$ cat src/hdl/lesf_pkg.sv
`default_nettype none

package lesf_pkg;

  // width of sizes, counters and the register write data
  localparam int unsigned CW = 11;
  // width of the configuration register index
  localparam int unsigned CFG_IW = 3;
  // entries in the queue between front and back
  localparam int unsigned QDEPTH = 2;

  typedef logic [CW-1:0] size_t;
  typedef logic [7:0]    char_t;
  typedef logic [CFG_IW-1:0] cfg_idx_t;

  // configuration register indexes
  localparam cfg_idx_t CFG_GRID_ROWS       = 3'd0;
  localparam cfg_idx_t CFG_GRID_COLUMNS    = 3'd1;
  localparam cfg_idx_t CFG_EMPTY_SYMBOL    = 3'd2;
  localparam cfg_idx_t CFG_OBSTACLE_SYMBOL = 3'd3;
  localparam cfg_idx_t CFG_FULL_SYMBOL     = 3'd4;

  // register values after reset
  localparam size_t GRID_ROWS_RST       = 11'd1;
  localparam size_t GRID_COLUMNS_RST    = 11'd1;
  localparam char_t EMPTY_SYMBOL_RST    = 8'd46;
  localparam char_t OBSTACLE_SYMBOL_RST = 8'd111;
  localparam char_t FULL_SYMBOL_RST     = 8'd120;

  // largest representable size, sizes saturate here
  localparam size_t SIZE_SAT = '1;

  // one classified cell, front to back
  typedef struct packed {
    size_t col;
    size_t row;
    logic  blocked;
    logic  bad;
    logic  done;
  } lesf_item_t;

endpackage

`default_nettype wire

$ cat src/hdl/lesf_queue.sv
`default_nettype none

module lesf_queue import lesf_pkg::*; (
  input  wire logic       clk_i,
  input  wire logic       rst_ni,
  input  wire logic       push_i,
  input  wire lesf_item_t push_item_i,
  input  wire logic       pop_i,
  output lesf_item_t      head_o,
  output logic            valid_o,
  output logic            full_o
);

  localparam int unsigned PW = (QDEPTH > 1) ? $clog2(QDEPTH) : 1;
  localparam int unsigned NW = $clog2(QDEPTH + 1);

  lesf_item_t     mem_q [QDEPTH];
  logic [PW-1:0]  wr_ptr_q, rd_ptr_q;
  logic [NW-1:0]  count_q;
  logic           do_push, do_pop;

  assign valid_o = (count_q != '0);
  assign full_o  = (count_q == NW'(QDEPTH));
  assign do_push = push_i && !full_o;
  assign do_pop  = pop_i && valid_o;
  assign head_o  = mem_q[rd_ptr_q];

  // entry storage
  always_ff @(posedge clk_i) begin
    if (do_push) begin
      mem_q[wr_ptr_q] <= push_item_i;
    end
  end

  // pointers and fill level
  always_ff @(posedge clk_i or negedge rst_ni) begin
    if (!rst_ni) begin
      wr_ptr_q <= '0;
      rd_ptr_q <= '0;
      count_q  <= '0;
    end else begin
      if (do_push) begin
        wr_ptr_q <= (wr_ptr_q == PW'(QDEPTH - 1)) ? '0 : wr_ptr_q + PW'(1);
      end
      if (do_pop) begin
        rd_ptr_q <= (rd_ptr_q == PW'(QDEPTH - 1)) ? '0 : rd_ptr_q + PW'(1);
      end
      if (do_push && !do_pop) begin
        count_q <= count_q + NW'(1);
      end else if (do_pop && !do_push) begin
        count_q <= count_q - NW'(1);
      end
    end
  end

endmodule

`default_nettype wire

$ cat config.mk
export PLATFORM = sky130hd
export DESIGN_NAME = lesf_queue
export DESIGN_NICKNAME = d
export VERILOG_FILES = /design/src/hdl/lesf_pkg.sv /design/src/hdl/lesf_queue.sv
export SDC_FILE = /design/constraint.sdc
export NUM_CORES = 1
export LEC_CHECK = 0
export ABC_AREA = 1
export BUFFER_PORTS_ARGS = -buffer_cell sky130_fd_sc_hd__buf_2
export CELL_PAD_IN_SITES_DETAIL_PLACEMENT = 2
export CELL_PAD_IN_SITES_GLOBAL_PLACEMENT = 2
export CORE_MARGIN = 2
export CORE_UTILIZATION = 30
export DETAILED_ROUTE_END_ITERATION = 6
export PLACE_DENSITY_LB_ADDON = 0.3
export RECOVER_POWER = 50
export SYNTH_ARGS = -nofsm -noshare
export SYNTH_HDL_FRONTEND = slang
export SYNTH_SLANG_ARGS = --single-unit
$ cat constraint.sdc
create_clock -name clk_i -period 2.11 [get_ports clk_i]
set_clock_uncertainty 0.15 [all_clocks]
set_input_delay 0.422 -clock clk_i [delete_from_list [all_inputs] [get_ports clk_i]]
set_output_delay 0.422 -clock clk_i [all_outputs]
set_load 0.05 [all_outputs]
=== After elaboration in Yosys (flattened, before gate mapping) ===
Memories as Yosys holds them, arrays and structs flattened.
Index checks and enable logic that the tools add are counted.

* Add/sub/neg operators: 4
* Equal/unequal tests: 1
* Mux-type cells: 6
* Reduce and logical (&&, ||, !) cells: 9

{| class="wikitable"
|+ Operators by type and width
! cell !! number
|-
| 1-bit logical AND || 4
|-
| 1-bit 2-to-1 mux || 4
|-
| 2-bit 2-to-1 mux || 2
|-
| 2-bit nonzero test || 2
|-
| 1-bit logical NOT || 3
|-
| 1-bit adder (second input constant) || 2
|-
| 2-bit by 1-bit adder with 2-bit output (second input constant) || 1
|-
| 2-bit == test (second input constant) || 1
|-
| 2-bit by 1-bit subtractor with 2-bit output (second input constant) || 1
|}

* Register bits: 4
* Bits in writable memories: 50
* Input bits: 29
* Output and inout bits: 27
* Word-level logic and storage cells: 24
* Memories kept: 1

{| class="wikitable"
|+ Memories
! memory !! words !! width !! rd ports !! clocked after memory_dff !! wr ports !! RTL line !! RTL
|-
| mem_q || 2 || 25 || 1 || 0 || 1 || lesf_queue.sv:17 || <nowiki>lesf_item_t mem_q [QDEPTH];</nowiki>
|}

=== Depth between registers and ports, before layout ===
Gate-level depths: netlist of run 1.

* Depth in word-level cells: 7
* Mapped depth: 9
* Mapped depth without buffers: 9

=== Worst setup path before layout of run 1 ===
OpenSTA, ideal clock, no wires.

* Path type: register -> register
* From: register count_q[1]
* To: memory mem_q[1][0] (netlist bit), enable pin
* Library setup time: 407 ps
* Data arrival time: 1,661 ps
* Required time: 1,553 ps
* Slack: -107 ps
* Cell stages (with the launch flop): 4
* Buffers on the path: 0
* Clock period less this slack: 2,217 ps
* Path through: dfrtp_1 -> inv_1 -> o21ai_0 -> nor2_1

* Cells in the longest elaborated chain, start to end: 5

{| class="wikitable"
|+ Ends and longest elaborated chain
! what !! RTL line !! RTL
|-
| start, declared || lesf_queue.sv:19 || <nowiki>logic [NW-1:0] count_q;</nowiki>
|-
| start signal, assigned || lesf_queue.sv:49 || <nowiki>count_q <= count_q + NW'(1);</nowiki>
|-
| start signal, assigned || lesf_queue.sv:51 || <nowiki>count_q <= count_q - NW'(1);</nowiki>
|-
| 2-bit == test || lesf_queue.sv:23 || <nowiki>assign full_o = (count_q == NW'(QDEPTH));</nowiki>
|-
| 1-bit logical NOT || lesf_queue.sv:24 || <nowiki>assign do_push = push_i && !full_o;</nowiki>
|-
| 1-bit logical AND || lesf_queue.sv:24 ||
|-
| 1-bit 2-to-1 mux || lesf_queue.sv:30 || <nowiki>if (do_push) begin</nowiki>
|-
| 1-bit 2-to-1 mux (implied by the code) || lesf_queue.sv:31 || <nowiki>mem_q[wr_ptr_q] <= push_item_i;</nowiki>
|-
| end, declared || lesf_queue.sv:17 ||
|}

Every way passes these cells.

==> impl_metrics.json, run 1 <==
{
  "outcome": "finished clean",
  "grt_start_max_net_pins": 27,
  "grt_remaining_overflow": 0,
  "track_usage_pct": 12.5,
  "internal_power_mw": 2.11,
  "crit_path_start_kind": "register",
  "grt_pass1_wl_mm": 6.99,
  "drive_above_1_share_pct": 21.9,
  "leakage_nw": 1.06,
  "synth.area.top_cells": "edfxtp_1 72%, nand2_1 15%, dfrtp_1 4.8%",
  "detail_route.wl_per_cell_um": 14.7,
  "clkSinkCount": 54,
  "critPathTopFamily": "buffers and inverters",
  "drtIter0Drc": 62,
  "num_antenna_cells": 0,
  "synth_edf_count": 50,
  "die_area_um2": 7600,
  "wl_mm": 4.45,
  "yosysWarningCount": 0,
  "yosysMostFrequentCell": "nand2_1",
  "seq_area_um2": 1600,
  "muxShareOfSynthArea_pct": 0,
  "critical-path-max-stage-delay_ps": 450,
  "die_height_um": 87.2,
  "rsz0062_at_grt": "false",
  "crit_fanout": 11,
  "critical_path_class": "register to primary output",
  "syn_avg_cell_area_um2": 12.8,
  "worstMarginPinSlew_ps": 662,
  "grt_pass1_vias": 1420,
  "syn_area_um2": 2080,
  "fp.dieW_um": 87.2,
  "area_growth_pct": 20.2,
  "cts_buffers": 5,
  "synth_cells": 162,
  "initial_core_util_pct": 30.7,
  "synth_common_cells": "83 x nand2_1, 50 x edfxtp_1, 6 x inv_1, 4 x dfrtp_1",
  "max-slew-margin-rel_pct": 55.9,
  "cts.htree.levels": 2,
  "required_ps": 1540,
  "async_flop_share_pct": 7.41,
  "ys_ff_latch": 54,
  "viasPerCell": 4.48,
  "final_nets": 254,
  "critical_path.slowest_cell": "dfrtp_1",
  "grt_util_met1_pct": 14.5,
  "powerDensity_nw_per_um2": 1650,
  "syn_nets": 192,
  "tns_ps": 0,
  "switching_share_pct": 49.0,
  "fmax_ghz": 0.508,
  "path_cells": "buf_4, nand2_1, nand2_1, buf_2",
  "p_clk_share_pct": 13.1,
  "clockBufferDepth": 2,
  "switchingPower_mw": 2.02,
  "cap_violations": 0,
  "yosys_most_used_dff": "edfxtp_1",
  "ys_types": 17,
  "ios": 56,
  "yosysSeqAreaShare_pct": 77.1,
  "report.final.slew_viol_count": 0,
  "crit_path_frequent_cell": "nand2_1",
  "hp-class": "input port to register",
  "place_congestion": 0.746,
  "synthSimpleGateAreaFrac_pct": 17.7,
  "grt.busiest_layer": "met2",
  "peakVddDrop_mv": 0.445,
  "synth_top_family_by_area": "simple AND/OR/NAND/NOR gates",
  "coreArea_um2": 6760,
  "std_cell_rows": 30,
  "cts_tree": "yes",
  "dpl.hpwl_mm": 3.21,
  "synth_compound_area_share_pct": 0.241,
  "use_met3_pct": 2.94,
  "drc": 0,
  "clock-root-buffer": "clkbuf_8",
  "multiInputGateArea_um2": 387,
  "nFillCells": 768,
  "finalSetupViolCount": 0,
  "crit_buf_inv": 2,
  "pwr-share-comb_pct": 49.2,
  "vias": 1361,
  "synth_area_leader_cell": "edfxtp_1",
  "drt_pass1_iterations": 4,
  "arrival_ps": 1390,
  "post-route-period-util_pct": 93.2,
  "port-buffer-count": 55,
  "pwr-share-seq_pct": 37.7,
  "synth-xor-area-share_pct": 0.422,
  "hold_ws_ps": 153,
  "hold_violations": 0,
  "clkLatencyLatePin_ps": 300,
  "ant_nets": 0,
  "yosys.area_share.adder_pct": 0.602,
  "grt.met2_usage_pct": 22.0,
  "clk_pin_slew_ps": 90,
  "min_period_ps": 1970,
  "cp-end-kind": "primary output",
  "antenna_found_initial": 0,
  "synth.top_cell.area_share_pct": 72.3
}
## sequential cells by signal, summed over array words and instances (netlist names)
signal and count:
count_q 2, mem_q 50, rd_ptr_q 1, wr_ptr_q 1
## final cells by class
class,instances,area share (%)
Clock inverter,1,0.301
Timing Repair Buffer,60,11.7
Clock buffer,6,2.91
Tap cell,80,4.01
Inverter,8,1.40
Sequential cell,54,64.2
Multi-Input combinational cell,95,15.5
## power by group through the flow
stage	logic, mW	registers [mW]	clock network, mW
floorplan	1.62	1.55	0
global placement	2.05	1.56	0
detailed placement	2.08	1.58	0
CTS	2.09	1.56	0.575
global route	2.20	1.58	0.606
finish	2.03	1.56	0.541
## timing repair
action	CTS	global route
resized for setup	0	2
hold buffers	1	0
setup endpoints to repair	0	2
setup buffers	0	0
hold endpoints to repair	4	0
## stage by stage
step	utilization (%)	instances	setup slack, ps	power, mW	area [µm²]
after floorplan	-	162	246	3.17	2080
after global placement	36.1	296	452	3.61	2440
after detailed placement	36.1	296	437	3.66	2440
after CTS	37.4	304	74.8	4.22	2530
after global routing	36.9	304	35.7	4.38	2500
final	36.9	304	143	4.13	2500
## metal layers
| layer | share of wire (%) | up-vias |
|---|---|---|
| met5 | 0 | - |
| met4 | 1.7 | 0 |
| met3 | 4.0 | 6 |
| met2 | 53 | 29 |
| met1 | 41 | 670 |
| li1 | - | 656 |
## kinds of logic (layout without fill, tap and decap cells)
logic type / Yosys count / count (layout)
xor gates and xnor gates: 1 / 1
buffers and inverters: 13 / 75
and+or+nand+nor: 92 / 92
DFF: 54 / 54
adders and majority gates: 1 / 1
AOI/OAI and AO/OA: 1 / 1
## cell usage in the layout, fill, tap and decap left out
cell type / n
nand2_1: 86
edfxtp_1: 50
buf_2: 36
clkbuf_1: 20
inv_1: 6
clkbuf_8: 5
dfrtp_1: 4
nand3_1: 2
buf_4: 2
inv_6: 1
nor2_1: 1
nor2_4: 1
clkinv_1: 1
o21ai_0: 1
nor2_2: 1
xnor2_1: 1
nand4_1: 1
ha_1: 1
clkinvlp_4: 1
dlygate4sd3_1: 1
clkbuf_2: 1
buf_6: 1
## worst register-to-register path, stage by stage, from the launching register on
cell	delay [ps]
dfrtp_1	390
inv_1	120
nor2_1	90
nor2_4	100
nand2_1	80
inv_1	50
clkbuf_2	520
## path summary, 6_finish.rpt
check                           depth (start not counted)                endpoint  slack (ps)                    from
worst max-delay path                                    4               head_o[3]         140    rd_ptr_q$_DFFE_PN0P_
worst min register to register                          2  count_q[1]$_DFFE_PN0P_         350  count_q[1]$_DFFE_PN0P_
worst min-delay path                                    1   mem_q[0][5]$_DFFE_PP_         150          push_item_i[5]
worst max register to register                          6  mem_q[0][19]$_DFFE_PP_         240  count_q[1]$_DFFE_PN0P_
min in group asynchronous                               2  count_q[0]$_DFFE_PN0P_         330                  rst_ni
max in group asynchronous                               2    wr_ptr_q$_DFFE_PN0P_        1250                  rst_ni
(Power assumes the default switching activity.)
==> run 2, diff against run 1 <==
--- a/config.mk
+++ b/config.mk
@@ -12,6 +12,7 @@
 export CORE_MARGIN = 2
 export CORE_UTILIZATION = 30
 export DETAILED_ROUTE_END_ITERATION = 6
+export MAX_ROUTING_LAYER = met4
 export PLACE_DENSITY_LB_ADDON = 0.3
 export RECOVER_POWER = 50
 export SYNTH_ARGS = -nofsm -noshare
==> run 2 against run 1 <==
Sequential power hardly changed. First-iteration DRC count shrank 1.6%. Non-clock buffer count unchanged. Register-to-register slack barely moved. Worst setup slack worse by 2.4 ps. Cell count stayed put. Largest cell class unchanged. Largest power group unchanged.
==> impl_metrics.json, run 2 (same netlist as run 1, synthesis figures left out) <==
{
  "place_congestion": 0.756,
  "viasPerCell": 4.46,
  "drt_pass1_iterations": 4,
  "post-route-period-util_pct": 93.3,
  "nFillCells": 768,
  "die_area_um2": 7600,
  "hold_ws_ps": 153,
  "drtIter0Drc": 61,
  "drc": 0,
  "tns_ps": 0,
  "hp-class": "input port to register",
  "clk_pin_slew_ps": 90,
  "postCtsSetupBuffers": 0,
  "num_antenna_cells": 0,
  "path_depth": 4,
  "ios": 56,
  "outcome": "finished clean",
  "arrival_ps": 1400,
  "crit_fanout": 11,
  "required_ps": 1540,
  "antenna_found_initial": 0,
  "vias": 1357,
  "area_growth_pct": 20.2,
  "critical_path_class": "register to primary output",
  "reg2regPathDepth": 6,
  "clkLatencyLatePin_ps": 300,
  "cts_tree": "yes",
  "hold_violations": 0,
  "crit_path_frequent_cell": "nand2_1",
  "die_height_um": 87.2,
  "grt_remaining_overflow": 0,
  "wl_mm": 4.45,
  "rsz0062_at_grt": "false",
  "grt_start_max_net_pins": 27,
  "cts_buffers": 5,
  "crit-reg2reg-capture": "mem_q[0][19]$_DFFE_PP_",
  "crit_buf_inv": 2,
  "clockBufferDepth": 2,
  "reg2reg_setup_slack_ps": 240,
  "max-slew-margin-rel_pct": 55.9,
  "largest_registers": "mem_q (50), count_q (2)",
  "powerDensity_nw_per_um2": 1650,
  "critical_path.slowest_cell": "dfrtp_1",
  "std_cell_rows": 30,
  "crit_path_start_kind": "register",
  "port-buffer-count": 55,
  "crit_end": "head_o[1]",
  "leakage_nw": 1.06,
  "cp-end-kind": "primary output",
  "peakVddDrop_mv": 0.445,
  "detail_route.wl_per_cell_um": 14.6,
  "finalSetupViolCount": 0,
  "final_cell_mix": "86 x nand2_1, 50 x edfxtp_1, 36 x buf_2",
  "hold_start": "push_item_i[5]",
  "clock-root-buffer": "clkbuf_8",
  "path_cells": "buf_4, nand2_1, nand2_1, buf_2",
  "coreArea_um2": 6760,
  "final_util_pct": 36.9,
  "report.final.slew_viol_count": 0,
  "grt_pass1_vias": 1420,
  "fp.dieW_um": 87.2,
  "startpoint": "rd_ptr_q$_DFFE_PN0P_",
  "worstMarginPinSlew_ps": 662,
  "clkSinkCount": 54,
  "finalPower_mw": 4.13,
  "final_common_cell": "nand2_1",
  "top_register": "mem_q",
  "dpl.hpwl_mm": 3.21,
  "ant_nets": 0,
  "track_usage_pct": 12.8,
  "min_period_ps": 1970,
  "grt_pass1_wl_mm": 6.98,
  "final_nets": 254,
  "r2r-start": "count_q[1]$_DFFE_PN0P_",
  "cts.htree.levels": 2,
  "critical-path-max-stage-delay_ps": 450,
  "cap_violations": 0,
  "largest_reg_flops": 50,
  "fmax_ghz": 0.508,
  "drive_above_1_share_pct": 21.9,
  "critPathTopFamily": "buffers and inverters",
  "initial_core_util_pct": 30.7
}
-- run 2: cell counts in the layout (fill, tap and decap cells not counted) --
No cell type changed its count.
-- run 2: per-layer routing --
metal | GRT usage [%] | part of all wire, % | vias to the layer above
met5 | - | 0 | -
met4 | 5.03 | 1.7 | 0
met3 | 2.94 | 4.0 | 6
met2 | 22.0 | 53 | 29
met1 | 14.5 | 41 | 666
li1 | - | - | 656
-- run 2: timing repair --
| action | in CTS | in global routing |
|---|---|---|
| hold buffers | 1 | 0 |
| gates resized for setup | 0 | 2 |
| endpoints found under the setup margin | 0 | 2 |
| hold endpoints to repair | 4 | 0 |
-- run 2: through the flow --
step	cells	cell area [µm²]	setup WS, ps
global route	304	2500	35.7
detailed placement	296	2440	437
finish	304	2500	141
global placement	296	2440	452
CTS	304	2530	74.8
floorplan	162	2080	246
-- run 2: final cells by class --
type	count	area, µm²	area share, %
sequential	54	1600	64.2
multi-input combinational	95	387	15.5
timing repair buffer	60	293	11.7
tap	80	100	4.01
clock buffer	6	72.6	2.91
inverter	8	35.0	1.40
clock inverter	1	7.51	0.301
-- run 2: worst min path at each step --
stage | to | slack, ps | cells after the start
floorplan | count_q[0]$_DFFE_PN0P_ | -20 | 0
global placement | count_q[0]$_DFFE_PN0P_ | 90 | 1
detailed placement | count_q[0]$_DFFE_PN0P_ | 90 | 1
CTS | mem_q[0][8]$_DFFE_PP_ | 140 | 1
global route | mem_q[0][12]$_DFFE_PP_ | 140 | 1
finish | mem_q[0][5]$_DFFE_PP_ | 150 | 1
-- run 2: power by group --
group	total, mW	leakage [nW]	internal (mW)	switching, mW
combinational	2.03	0.506	0.411	1.62
clock	0.541	0.0373	0.228	0.313
sequential	1.56	0.513	1.47	0.0890
total	4.13	1.06	2.11	2.02
