===== src/hdl/lesf_pkg.sv =====
`default_nettype none

package lesf_pkg;

  // width of sizes, counters and the register write data
  localparam int unsigned CW = 11;
  // width of the configuration register index
  localparam int unsigned CFG_IW = 3;
  // entries in the queue between front and back
  localparam int unsigned QDEPTH = 2;

  typedef logic [CW-1:0] size_t;
  typedef logic [7:0]    char_t;
  typedef logic [CFG_IW-1:0] cfg_idx_t;

  // configuration register indexes
  localparam cfg_idx_t CFG_GRID_ROWS       = 3'd0;
  localparam cfg_idx_t CFG_GRID_COLUMNS    = 3'd1;
  localparam cfg_idx_t CFG_EMPTY_SYMBOL    = 3'd2;
  localparam cfg_idx_t CFG_OBSTACLE_SYMBOL = 3'd3;
  localparam cfg_idx_t CFG_FULL_SYMBOL     = 3'd4;

  // register values after reset
  localparam size_t GRID_ROWS_RST       = 11'd1;
  localparam size_t GRID_COLUMNS_RST    = 11'd1;
  localparam char_t EMPTY_SYMBOL_RST    = 8'd46;
  localparam char_t OBSTACLE_SYMBOL_RST = 8'd111;
  localparam char_t FULL_SYMBOL_RST     = 8'd120;

  // largest representable size, sizes saturate here
  localparam size_t SIZE_SAT = '1;

  // one classified cell, front to back
  typedef struct packed {
    size_t col;
    size_t row;
    logic  blocked;
    logic  bad;
    logic  done;
  } lesf_item_t;

endpackage

`default_nettype wire


===== src/hdl/lesf_front.sv =====
`default_nettype none

module lesf_front import lesf_pkg::*; #(
  parameter int unsigned MAX_COLUMNS = 1024,
  parameter int unsigned MAX_ROWS    = 1024
) (
  input  wire logic       clk_i,
  input  wire logic       rst_ni,
  input  wire logic       accept_i,
  input  wire char_t      cell_char_i,
  input  wire logic       cfg_we_i,
  input  wire cfg_idx_t   cfg_index_i,
  input  wire size_t      cfg_data_i,
  output lesf_item_t      item_o
);

  size_t grid_rows_q, grid_columns_q;
  char_t empty_q, obstacle_q, full_q;
  size_t col_q, col_d, row_q, row_d;
  size_t rows_lim, cols_lim;
  logic  blocked, bad, row_end, done;

  // configuration registers
  always_ff @(posedge clk_i or negedge rst_ni) begin
    if (!rst_ni) begin
      grid_rows_q    <= GRID_ROWS_RST;
      grid_columns_q <= GRID_COLUMNS_RST;
      empty_q        <= EMPTY_SYMBOL_RST;
      obstacle_q     <= OBSTACLE_SYMBOL_RST;
      full_q         <= FULL_SYMBOL_RST;
    end else if (cfg_we_i) begin
      case (cfg_index_i)
        CFG_GRID_ROWS:       grid_rows_q    <= cfg_data_i;
        CFG_GRID_COLUMNS:    grid_columns_q <= cfg_data_i;
        CFG_EMPTY_SYMBOL:    empty_q        <= cfg_data_i[7:0];
        CFG_OBSTACLE_SYMBOL: obstacle_q     <= cfg_data_i[7:0];
        CFG_FULL_SYMBOL:     full_q         <= cfg_data_i[7:0];
        default: ;
      endcase
    end
  end

  // effective grid size: zero acts as one, columns clipped to the line store, rows to MAX_ROWS
  always_comb begin
    if (grid_columns_q == '0) begin
      cols_lim = CW'(1);
    end else if (32'(grid_columns_q) > 32'(MAX_COLUMNS)) begin
      cols_lim = CW'(MAX_COLUMNS);
    end else begin
      cols_lim = grid_columns_q;
    end
    if (grid_rows_q == '0) begin
      rows_lim = CW'(1);
    end else if (32'(grid_rows_q) > 32'(MAX_ROWS)) begin
      rows_lim = CW'(MAX_ROWS);
    end else begin
      rows_lim = grid_rows_q;
    end
  end

  // classify the character, obstacle match wins
  assign blocked = (cell_char_i == obstacle_q);
  assign bad     = !blocked && (cell_char_i != empty_q) && (cell_char_i != full_q);

  // position of this cell within the grid
  assign row_end = ({1'b0, col_q} + (CW+1)'(1)) >= {1'b0, cols_lim};
  assign done    = row_end && (({1'b0, row_q} + (CW+1)'(1)) >= {1'b0, rows_lim});

  always_comb begin
    col_d = col_q;
    row_d = row_q;
    if (accept_i) begin
      if (done) begin
        col_d = '0;
        row_d = '0;
      end else if (row_end) begin
        col_d = '0;
        row_d = row_q + CW'(1);
      end else begin
        col_d = col_q + CW'(1);
      end
    end
  end

  always_ff @(posedge clk_i or negedge rst_ni) begin
    if (!rst_ni) begin
      col_q <= '0;
      row_q <= '0;
    end else begin
      col_q <= col_d;
      row_q <= row_d;
    end
  end

  assign item_o = '{col: col_q, row: row_q, blocked: blocked, bad: bad, done: done};

endmodule

`default_nettype wire


===== config.mk =====
export PLATFORM = sky130hd
export DESIGN_NAME = lesf_front
export DESIGN_NICKNAME = d
export VERILOG_FILES = /design/src/hdl/lesf_pkg.sv /design/src/hdl/lesf_front.sv
export SDC_FILE = /design/constraint.sdc
export NUM_CORES = 1
export LEC_CHECK = 0
export ABC_CLOCK_PERIOD_IN_PS = 6700
export BUFFER_PORTS_ARGS = -buffer_cell sky130_fd_sc_hd__buf_4
export CAP_MARGIN = 5
export CORE_MARGIN = 3
export CORE_UTILIZATION = 30
export DETAILED_ROUTE_END_ITERATION = 6
export SETUP_SLACK_MARGIN = 0.5
export SYNTH_ARGS = -nofsm -noshare
export SYNTH_HDL_FRONTEND = slang
export SYNTH_SLANG_ARGS = --single-unit

===== constraint.sdc =====
create_clock -name clk_i -period 6.7 [get_ports clk_i]
set_input_delay 0.335 -clock clk_i [delete_from_list [all_inputs] [get_ports clk_i]]
set_output_delay 0.335 -clock clk_i [all_outputs]
set_load 0.01 [all_outputs]

Word-level counts from Yosys, hierarchy flattened
Cells that the tools add are included.
Word-level totals
  bits of input ports: 26
  flip-flop bits (word level): 68
  word-level logic and storage cells: 44
  output and inout port bits: 25
Operators by class
  reductions and logical operators: 14
  muxes and demuxes: 8
  $lt $le $gt $ge: 4
  equal/unequal tests: 7
  add/subtract/negate cells: 4
Operator list (count)
  $mux 11: 8
  $add 11x1->12 const B: 2
  $ge 12x11->1: 2
  $add 11x1->11 const B: 2
  $gt 11x11->1 const B: 2
  $logic_not 11->1: 2
  $ne 8x8->1: 2
  $reduce_and 2->1: 6
  $eq 8x8->1: 1
  $eq 3x2->1 const B: 2
  $eq 3x1->1 const B: 1
  $eq 3x3->1 const B: 1
  $logic_and 1x1->1: 3
  $logic_not 3->1: 1
  $reduce_bool 2->1: 1
  $logic_not 1->1: 1

Logic depth before layout (Yosys ltp)
Gate-level depths: netlist of run 1.
  depth after elaboration: 7
  mapped depth: 13
  gate-level depth less buffers: 12

Worst setup path after synthesis of run 1
No wires, ideal clock.
  path type: register to output
  start: register row_q[0]
  end: output item_o[0] (netlist name)
  path slack: 3.771 ns
  required time: 6.365 ns
  buffers on the path: 3
  arrival time: 2.594 ns
  stages on the path, launching flop included: 14
  path through: dfrtp_1 ha_1 and3_1 clkbuf_1 nand3_1 xnor2_1 ha_1 nand3_1 nor4_1 o31a_1 nor2_1 clkbuf_1 a21oi_1 buf_4
Between the ends
  longest elaborated chain between the ends: 3
RTL lines
  start, declared: line lesf_front.sv:19  | size_t col_q, col_d, row_q, row_d;
  start signal, assigned: line lesf_front.sv:91  | row_q <= row_d;
  $add 11x1->12: line lesf_front.sv:67  | assign done = row_end && (({1'b0, row_q} + (CW+1)'(1)) >= {1'b0, rows_lim});
  $ge 12x11->1: line lesf_front.sv:67
  $logic_and 1x1->1: line lesf_front.sv:67
  end, declared: line lesf_front.sv:14  | output lesf_item_t item_o
No other way between the ends.

Worst setup path in the final report of run 1
  start: register col_q[0]
  end: register row_q[0]
Between the ends
  longest elaborated chain between the ends: 5
  elaborated cells on any way between the ends: 6
  classes of those cells: 1 x add/sub; 1 x order compare; 1 x mux; 3 x reduce/logical
RTL lines
  start, declared: line lesf_front.sv:19
  start signal, assigned: line lesf_front.sv:90  | col_q <= col_d;
  $add 11x1->12 *: line lesf_front.sv:66  | assign row_end = ({1'b0, col_q} + (CW+1)'(1)) >= {1'b0, cols_lim};
  $ge 12x11->1 *: line lesf_front.sv:66
  $logic_and 1x1->1: line lesf_front.sv:67
  $reduce_bool 2->1 (no source line)
  $reduce_and 2->1 (no source line)
Every way passes the cells marked *; elsewhere a longest branch is shown, timed or not.
A chain may end at the register's enable or synchronous reset.

==> impl_results.md, run 1 <==
- Post-CTS setup buffers: 0
- Pwr dens: 357 nW/um^2
- Avg Inst Size Synth: 10.9 sq um
- Nets: 466
- Clock Latency Late Sink: 330 ps
- Register Area: 1720 sq um
- Vias per inst: 4.93
- Setup TNS: 0 ps
- Cell accounting for the most synthesized area: dfrtp_1
- Max Freq: 0.282 GHz
- Max Root-Sink Buffers: 2
- Number of nets with antenna violations after routing: 0
- Status: complete, no violations
- Slowest-stage cell, CP: a21oi_2
- Top Ports: 51
- Clk_skew: 4.40 ps
- Maximum vdd drop: 0.159 mV
- Critical path, cell by cell: ha_1 -> nand3_1 -> nor2_1 -> nand2_1 -> xnor2_1 -> ha_1 -> nand2_1 -> o41ai_2 -> a41oi_4 -> a21oi_2 -> mux2_2
- Root buf cell: clkbuf_16
- Worst Slack Setup Final: 3150 ps
- Fin. Hold Viols: 0
- Total core area: 12800 sq um
- Pre-antenna DRT Iters: 4
- Critical Path End Type: register
- Global route overflow: 0
- Die ar.: 14800 sq um
- Worst stage delay on the critical path: 590 ps
- CTS tree: done
- RSZ-0062 raised after global routing: false
- Seq/Total Area, Yosys: 43.0%
- Cell Area, Synth: 4000 sq um
- Die width: 121 um
- Site Rows: 41
- Total of max-cap violations: 0
- Drt total wl: 9000 um
- Ys async rst share: 100%
- Setup CP Type: reg2reg
- CTS Hold Bufs: 0
- First-pass GRT wire length: 15100 um
- Most common cell after layout, fill and taps aside: buf_4
- Pre-CTS WS: 3180 ps
- Type of the most critical hold path: in2async
- TritonCTS buffer count: 9
- Top FF cell, synth: dfrtp_1
- GPL Wtd Cong: 0.822
- DR iter-0 viols: 196
- Synth top area share: 32.5%
- Post-synthesis net count: 416
- Unique masters post-synth: 42
- Actual slew at the worst max-slew pin: 1080 ps
- Htree depth: 3
- Pleak: 2.05 nW
- DRC: 0
- Crit share post-route: 52.9%
- Initial core utilization: 31.2%
- Initial antenna violation count: 0
- Via count: 2924
- # setup viols final: 0
- Dpl hpwl: 6640 um
- Post-CTS resize count: 0
- Number of flops mapped to enable cells by yosys: 0
- Slew Viols, Final: 0
- Crit path time final: 3550 ps
- Synth area leaders: dfrtp_1 (33%), mux2_2 (13%), dfstp_2 (11%)
- WP data required: 6920 ps
- Layout cells sized above 1: 32.8%
- Multi-input combinational cell area: 2170 sq um
- Worst setup SP type: register
- CP max FO: 11
- Max_slew headroom: 27.3%
- DIE HEIGHT: 121 um
- Most frequent cells in the layout: buf_4 (53), dfrtp_1 (52), mux2_2 (45)
- Arr. time, crit path: 3770 ps
- Worst-path clk slew: 50 ps
- CTS Sinks: 68
- Post-synthesis register bit count: 68
- Largest net degree at the start of global routing: 69
- Vias in the first global route: 3018
- Total Routing Usage GR: 13.1%
- Filler cells: 1279
- Port bufs: 50
- Syn. warnings: 0
- Cells after Synth: 366
- P&R area growth vs syn: 20.6%
- WL/cell: 15.2 um
- Diodes inserted: 0
-- critical path: cells and delay by family (launching register included) --
family	cells	cell delay, ps
simple gates	4	520
mux	1	400
compound gates	3	1320
xor+xnor	1	170
fa+ha+maj	2	560
flops	1	460
-- final timing paths --
kind	start	to	slack [ps]	cells after the start
min in group clk_i	cfg_data_i[10]	grid_columns_q[10]	230	3
worst max register to register	col_q[0]	row_q[0]	3150	11
worst max-delay path	col_q[0]	row_q[0]	3150	11
worst min-delay path	rst_ni	full_q[1]	110	1
max in group asynchronous	rst_ni	row_q[6]	6020	1
worst min register to register	obstacle_q[7]	obstacle_q[7]	530	1
-- through the flow --
| step | power [mW] | hold WS (ps) | cell area [sq um] | util [%] | std cells |
|---|---|---|---|---|---|
| after floorplan | 1.10 | 39.4 | 4000 | - | 366 |
| after global placement | 1.29 | 503 | 4560 | 35.5 | 577 |
| after detailed placement | 1.31 | 514 | 4560 | 35.5 | 577 |
| after CTS | 1.75 | 158 | 4830 | 37.6 | 593 |
| after global routing | 1.86 | 194 | 4830 | 37.6 | 593 |
| final | 1.73 | 114 | 4830 | 37.6 | 593 |
-- layer usage --
metal	part of all wire (%)	wire length, um	vias up	GRT usage [%]
li1	-	-	1412	-
met1	45	4060	1453	16.5
met2	50	4480	47	21.7
met3	3.0	272	12	2.61
met4	2.1	186	0	5.74
met5	0	0	-	0
-- cell families (layout without fill, tap and decap cells) --
logic type / count (synthesis) / count (layout) / synth area share (%)
and+or+nand+nor: 106 / 106 / 13.0
DFF: 68 / 68 / 43.0
muxes: 52 / 52 / 14.4
AOI/OAI and AO/OA: 47 / 47 / 9.82
xor gates and xnor gates: 42 / 42 / 9.19
buffers and inverters: 27 / 82 / 3.00
adders and majority gates: 24 / 24 / 7.50
-- flip-flops by register name, indices dropped and copies added (netlist names) --
register and cells:
col_q 11, grid_columns_q 11, grid_rows_q 11, row_q 11, empty_q 8, full_q 8
obstacle_q 8
-- synthesized netlist by cell type (3+ instances only) --
cell and number:
o21ai_0 6, nand3_1 11, o2bb2ai_1 6, a21o_1 4, clkbuf_1 10, nor4_1 7, o21a_1 3, a32o_1 4
dfstp_2 16, inv_1 12, dfrtp_1 52, o221ai_1 4, a21oi_1 8, nand2_1 43, buf_4 3, nor2_1 19
and3_1 5, xnor2_1 38, nand4_1 11, mux2i_1 7, mux2_2 45, ha_1 24, xor2_1 4
-- power breakdown --
part           internal, mW  total [mW]  switching (mW)
Combinational         0.325       0.655           0.330
Clock                 0.259       0.430           0.171
Sequential            0.530       0.640           0.110
-- final cells by class --
cell class / instances / area share, %
Clock buffer: 12 / 5.11
Clock inverter: 4 / 0.518
Inverter: 13 / 1.01
Multi-Input combinational cell: 271 / 45.0
Sequential cell: 68 / 35.7
Tap cell: 172 / 4.46
Timing Repair Buffer: 53 / 8.24
Power figures use the tool's default switching activity.
==> run 2: changes to the inputs <==
Settings changed: ABC_CLOCK_PERIOD_IN_PS 6700 to 3500.
Clock period 6.7 ns to 3.5 ns, I/O delays scaled along.
==> run 2 against run 1 <==
Sequential power is 92% higher. Core utilization grew 2.3 points. Die area is the same. Setup slack worse by 2600 ps. Power is 110% higher. Highest routed layer unchanged. Global-route usage up 0.22 points. Count of clock-buffer cells in the layout is 2 lower. Clock skew barely moved.
==> impl_results.md, run 2 (synthesis gave the netlist of run 1 again) <==
- Status: complete, no violations
- Filler cells: 1255 (-1.9%)
- Pre-antenna DRT Iters: 6 (+2)
- Global route overflow: 0 (unchanged)
- Design Power: 3.65 mW (+110%)
- Largest net degree at the start of global routing: 69 (unchanged)
- First-pass GRT wire length: 15300 um (+1.1%)
- Pint: 2.35 mW (+110%)
- Max_slew headroom: 24.8% (-2.5 points)
- Logic pwr share: 41.9% (+3.9 points)
- Vias per inst: 4.93 (about the same)
- GRT busiest layer: met2
- P&R area growth vs syn: 28.1%
- Slew Viols, Final: 0 (unchanged)
- Sw Share: 35.6% (+0.20 points)
- WL/cell: 15.7 um (+3.6%)
- Clock Latency Late Sink: 340 ps (about the same)
- Vias in the first global route: 2957 (-2.0%)
- WP data required: 3320 ps (-3600 ps)
- Met3 Use GR: 3.08% (+0.47 points)
- Most frequent cells in the layout: buf_4 (70), dfrtp_1 (47), mux2_2 (45)
- Initial antenna violation count: 0 (unchanged)
- DR iter-0 viols: 178 (-9.2%)
- Clock network power share: 24.4% (-0.5 points)
- Actual slew at the worst max-slew pin: 1120 ps (+37.5 ps)
- Sequential power share: 33.7% (-3.4 points)
- Initial core utilization: 31.2% (unchanged)
- Multi-input combinational cell area: 2290 sq um (+5.6%)
- CTS tree: done
- Type of the most critical hold path: in2reg
- Layout cells sized above 1: 40.5% (+7.7 points)
- GPL Wtd Cong: 0.846 (+3.0%)
- Drt total wl: 9630 um (+7.0%)
- DIE HEIGHT: 121 um (unchanged)
- Placed cell count: 579 (+0.35%)
- Hold Slack: 69.6 ps (-44.7 ps)
- Worst Slack Setup Final: 556 ps (-2600 ps)
- Final cell count without fillers: 612 (+3.2%)
- Via count: 3018 (+3.2%)
- TritonCTS buffer count: 9 (unchanged)
- Setup TNS: 0 ps (unchanged)
- Clk_skew: 4.65 ps (+0.251 ps)
- Max Root-Sink Buffers: 2 (unchanged)
- Total Routing Usage GR: 13.3% (+0.22 points)
- Pre-CTS WS: 410 ps (-2770 ps)
- Nets: 485 (+4.1%)
- Die width: 121 um (unchanged)
- Pleak: 2.17 nW (+5.7%)
- Root buf cell: clkbuf_16
- Total of max-cap violations: 0 (unchanged)
- Worst-path clk slew: 60 ps (about the same)
- RSZ-0062 raised after global routing: true
- Net Switching: 1.30 mW (+110%)
- Number of nets with antenna violations after routing: 0 (unchanged)
- Top Ports: 51 (unchanged)
- CTS Sinks: 68 (unchanged)
- DRC: 0 (unchanged)
- Setup CP Type: reg2out
- Pwr dens: 712 nW/um^2 (+99%)
- Worst setup SP type: register
- Fin. Hold Viols: 0 (unchanged)
- Site Rows: 41 (unchanged)
- Total core area: 12800 sq um (unchanged)
- CP max FO: 4 (-7)
- Htree depth: 3 (unchanged)
- Dpl hpwl: 6720 um (+1.2%)
- Arr. time, crit path: 2770 ps (-1000 ps)
- Diodes inserted: 0 (unchanged)
- Max Freq: 0.340 GHz
- GR Util met2: 22.0% (+0.35 points)
- Critical Path End Type: primary output
- Most common cell after layout, fill and taps aside: buf_4
- Crit path time final: 2940 ps
- Register Area: 1730 sq um (+0.36%)
- Crit share post-route: 84.1%
- Maximum vdd drop: 0.289 mV (+81%)
- Die ar.: 14800 sq um (unchanged)
- Met1 GRT Util: 17.0% (+0.47 points)
- # setup viols final: 0 (unchanged)
- Port bufs: 50 (unchanged)
==> run 2: changes by cell type in the layout (fill, tap and decap cells not counted), sizes merged <==
cell	change
clkbuf	-2
buf	+18
clkinv	+2
bufinv	+1
clkinvlp	-1
dlygate4sd3	+1
==> run 2: cell type report <==
class | count | area share [%]
clock buffer | 10 | 4.47
inverter | 13 | 0.952
multi-input combinational | 271 | 44.8
tap | 172 | 4.20
sequential | 68 | 33.7
clock inverter | 6 | 1.27
timing repair buffer | 72 | 10.7
==> run 2: worst paths after layout <==
| check | start | end | slack (ps) | cells after the start |
|---|---|---|---|---|
| min in group asynchronous | rst_ni | full_q[1] | 490 | 2 |
| worst min register to register | empty_q[7] | empty_q[7] | 530 | 1 |
| worst max-delay path | col_q[1] | item_o[0] | 560 | 11 |
| worst min-delay path | cfg_data_i[10] | grid_columns_q[10] | 70 | 3 |
| max in group asynchronous | rst_ni | col_q[0] | 2380 | 2 |
| worst max register to register | col_q[1] | row_q[7] | 570 | 12 |
==> run 2: metal layers <==
metal,up-vias,wire length [um]
met1,1487,4280
met2,55,4840
li1,1462,-
met5,-,0
met4,0,177
met3,14,332
==> run 2: through the flow <==
| stage | utilization, % | cell area [sq um] |
|---|---|---|
| floorplan | - | 4000 |
| global placement | 35.6 | 4570 |
| detailed placement | 35.6 | 4570 |
| CTS | 38.8 | 4980 |
| global route | 40.0 | 5130 |
| finish | 40.0 | 5130 |
==> run 2: power by group through the flow <==
| stage | combinational (mW) | clock [mW] | sequential (mW) |
|---|---|---|---|
| global route | 1.68 | 0.954 | 1.26 |
| floorplan | 0.900 | 0 | 1.21 |
| CTS | 1.44 | 0.912 | 1.22 |
| global placement | 1.28 | 0 | 1.23 |
| detailed placement | 1.30 | 0 | 1.24 |
| finish | 1.53 | 0.891 | 1.23 |
==> run 2: repair_timing <==
action                                 4_1_cts  5_1_grt
endpoints found under the hold margin       10        0
cloned                                       0        0
pin swaps                                    2       10
setup endpoints to repair                   12       17
setup buffers                                7        9
hold buffers                                 1        0
gates resized for setup                     13       16
==> run 2: critical path: stages (launching register included) <==
cell,delay [ps]
dfrtp_1,440
ha_4,200
nand3_4,100
nor2_4,150
nand2_2,80
xnor2_2,170
ha_1,310
nand2_2,80
o41ai_4,410
a41oi_4,200
a21oi_2,160
buf_4,130
==> run 3: changes to the inputs <==
Settings changed: ABC_CLOCK_PERIOD_IN_PS 3500 to 2500.
Clock period 3.5 ns to 2.5 ns, I/O delays scaled along.
==> run 3 against run 2 <==
The run now ends with negative setup slack left. Core utilization increased by 3.7 points. Hold slack got worse by 30 ps. Die area unchanged. Critical path depth unchanged. Via count increased by 7.3%. Sequential power increased by 36%. Setup slack got worse by 880 ps. Final cell count increased by 7.5%. Global-route usage increased by 0.80 points. Design area increased by 9.2%. Combinational power increased by 67%. Register-to-register slack got worse by 880 ps. Largest cell class unchanged.
==> impl_results.md, run 3 (synthesis gave the netlist of run 1 again) <==
- Status: finished with violations
- Failing checks: negative setup slack
- Clock Latency Late Sink: 340 ps (about the same)
- DRC: 0 (unchanged)
- Post-DP Area: 5000 sq um (+9.4%)
- Worst Slack Setup Final: -329 ps (-885 ps)
- Total Routing Usage GR: 14.1% (+0.80 points)
- Pint: 3.69 mW (+57%)
- CTS tree: done
- Arr. time, crit path: 2700 ps (-70 ps)
- Nets: 531 (+9.5%)
- Clk_skew: 12.1 ps (+7.41 ps)
- DR iter-0 viols: 151 (-15%)
- First-pass GRT wire length: 16300 um (+6.9%)
- Most frequent cells in the layout: buf_4 (113), dfrtp_1 (49), mux2_2 (44)
- Max Root-Sink Buffers: 2 (unchanged)
- Hold Slack: 39.3 ps (-30.3 ps)
- Die ar.: 14800 sq um (unchanged)
- Initial antenna violation count: 0 (unchanged)
- Top Ports: 51 (unchanged)
- Site Rows: 41 (unchanged)
- Port bufs: 50 (unchanged)
- P&R area growth vs syn: 39.9%
- Vias per inst: 4.92 (-0.21%)
- CP max FO: 3 (-1)
- Maximum vdd drop: 0.425 mV (+47%)
- Logic pwr share: 45.5% (+3.6 points)
- Max_slew headroom: 42.6% (+18 points)
- Largest net degree at the start of global routing: 69 (unchanged)
- Critical Path End Type: primary output
- Die width: 121 um (unchanged)
- GPL Wtd Cong: 0.835 (-1.3%)
- Via count: 3238 (+7.3%)
- Crit path time final: 2830 ps
- CTS Sinks: 68 (unchanged)
- Global route overflow: 0 (unchanged)
- Clock network power share: 24.8% (+0.4 points)
- Type of the most critical hold path: in2reg
- Diodes inserted: 0 (unchanged)
- TritonCTS buffer count: 9 (unchanged)
- Sequential power share: 29.7% (-4.0 points)
- Slew Viols, Final: 0 (unchanged)
- Design Power: 5.63 mW (+54%)
- Actual slew at the worst max-slew pin: 861 ps (-257 ps)
- Crit share post-route: 113%
- Layout cells sized above 1: 48.6% (+8.1 points)
- WP data required: 2380 ps (-940 ps)
- Pwr dens: 1010 nW/um^2 (+41%)
- Pleak: 2.45 nW (+13%)
- Worst-path clk slew: 60 ps (about the same)
- Max Freq: 0.353 GHz
- Dpl hpwl: 7370 um (+9.6%)
- Htree depth: 3 (unchanged)
- Setup CP Type: reg2out
- Setup TNS: -5170 ps (-5170 ps)
- Total of max-cap violations: 0 (unchanged)
- Pre-antenna DRT Iters: 4 (-2)
- Sw Share: 34.5% (-1.1 points)
- Worst setup SP type: register
- Total core area: 12800 sq um (unchanged)
- Drt total wl: 10100 um (+5.2%)
- Pre-CTS WS: -221 ps (-631 ps)
- Number of nets with antenna violations after routing: 0 (unchanged)
- Finished layout cell area: 5600 sq um (+9.2%)
- Most common cell after layout, fill and taps aside: buf_4
- Initial core utilization: 31.2% (unchanged)
- Vias in the first global route: 3226 (+9.1%)
- Fin. Hold Viols: 0 (unchanged)
- DIE HEIGHT: 121 um (unchanged)
- WL/cell: 15.4 um (-2.1%)
- RSZ-0062 raised after global routing: true
- # setup viols final: 23 (+23)
- Root buf cell: clkbuf_16
- Net Switching: 1.95 mW (+50%)
-- run 3: cell types whose count changed in the layout (fill, tap and decap cells not counted), moves of 3 or more --
cell | before | now
nor4_2 | 1 | 4
o2bb2ai_2 | 0 | 4
buf_6 | 1 | 4
buf_4 | 70 | 113
o2bb2ai_1 | 6 | 2
-- run 3: power groups by stage --
| stage | sequential (mW) | combinational [mW] | clock (mW) |
|---|---|---|---|
| 6_report | 1.67 | 2.56 | 1.40 |
| 5_1_grt | 1.71 | 2.82 | 1.48 |
| 4_1_cts | 1.66 | 2.47 | 1.42 |
| 3_5_place_dp | 1.66 | 2.28 | 0 |
| 3_3_place_gp | 1.65 | 2.24 | 0 |
| 2_1_floorplan | 1.71 | 1.33 | 0 |
-- run 3: cell type report --
cell class                 instances  area (sq um)
clock inverter                     5          82.6
timing repair buffer             118           903
tap                              172           215
inverter                          13          48.8
sequential                        68          1730
fill                            1214          7230
multi-input combinational        271          2380
clock buffer                      11           243
-- run 3: path summary, 6_finish.rpt --
kind / cells after the start / endpoint / from / slack, ps
hold reg to reg: 1 / full_q[2] / full_q[2] / 530
setup / recovery: 11 / item_o[0] / col_q[0] / -330
min in group asynchronous: 2 / full_q[1] / rst_ni / 450
hold / removal: 3 / grid_rows_q[10] / cfg_data_i[10] / 40
setup reg to reg: 11 / row_q[0] / col_q[0] / -310
max in group asynchronous: 2 / row_q[0] / rst_ni / 1430
-- run 3: repair_timing --
action                     4_1_cts  5_1_grt
hold buffers                     1        0
hold endpoints to repair        52        0
buffers inserted                 7        3
resized for setup               24       13
pin swaps                       14        7
setup endpoints to repair       23       23
-- run 3: critical path: stages (launching register included) --
cell and delay (ps):
dfrtp_2 440, and3_4 200, nand3_4 90, nor2_2 40, xor2_1 170, ha_1 350
nand2_2 90, o41ai_4 420, a41oi_4 170, buf_6 150, a21oi_2 110, buf_4 140
-- run 3: metal layers --
layer	vias to the layer above	share of wire [%]	wire (um)	global-route usage, %
met2	44	51	5220	23.5
met4	0	1.7	168	4.41
met5	-	0	0	0
li1	1557	-	-	-
met3	15	2.6	266	2.98
met1	1622	44	4480	18.2
-- run 3: metrics by stage --
step	std cells	utilization [%]
after floorplan	366	-
after global placement	631	39.0
after detailed placement	631	39.0
after CTS	655	43.0
after global routing	658	43.6
final	658	43.6
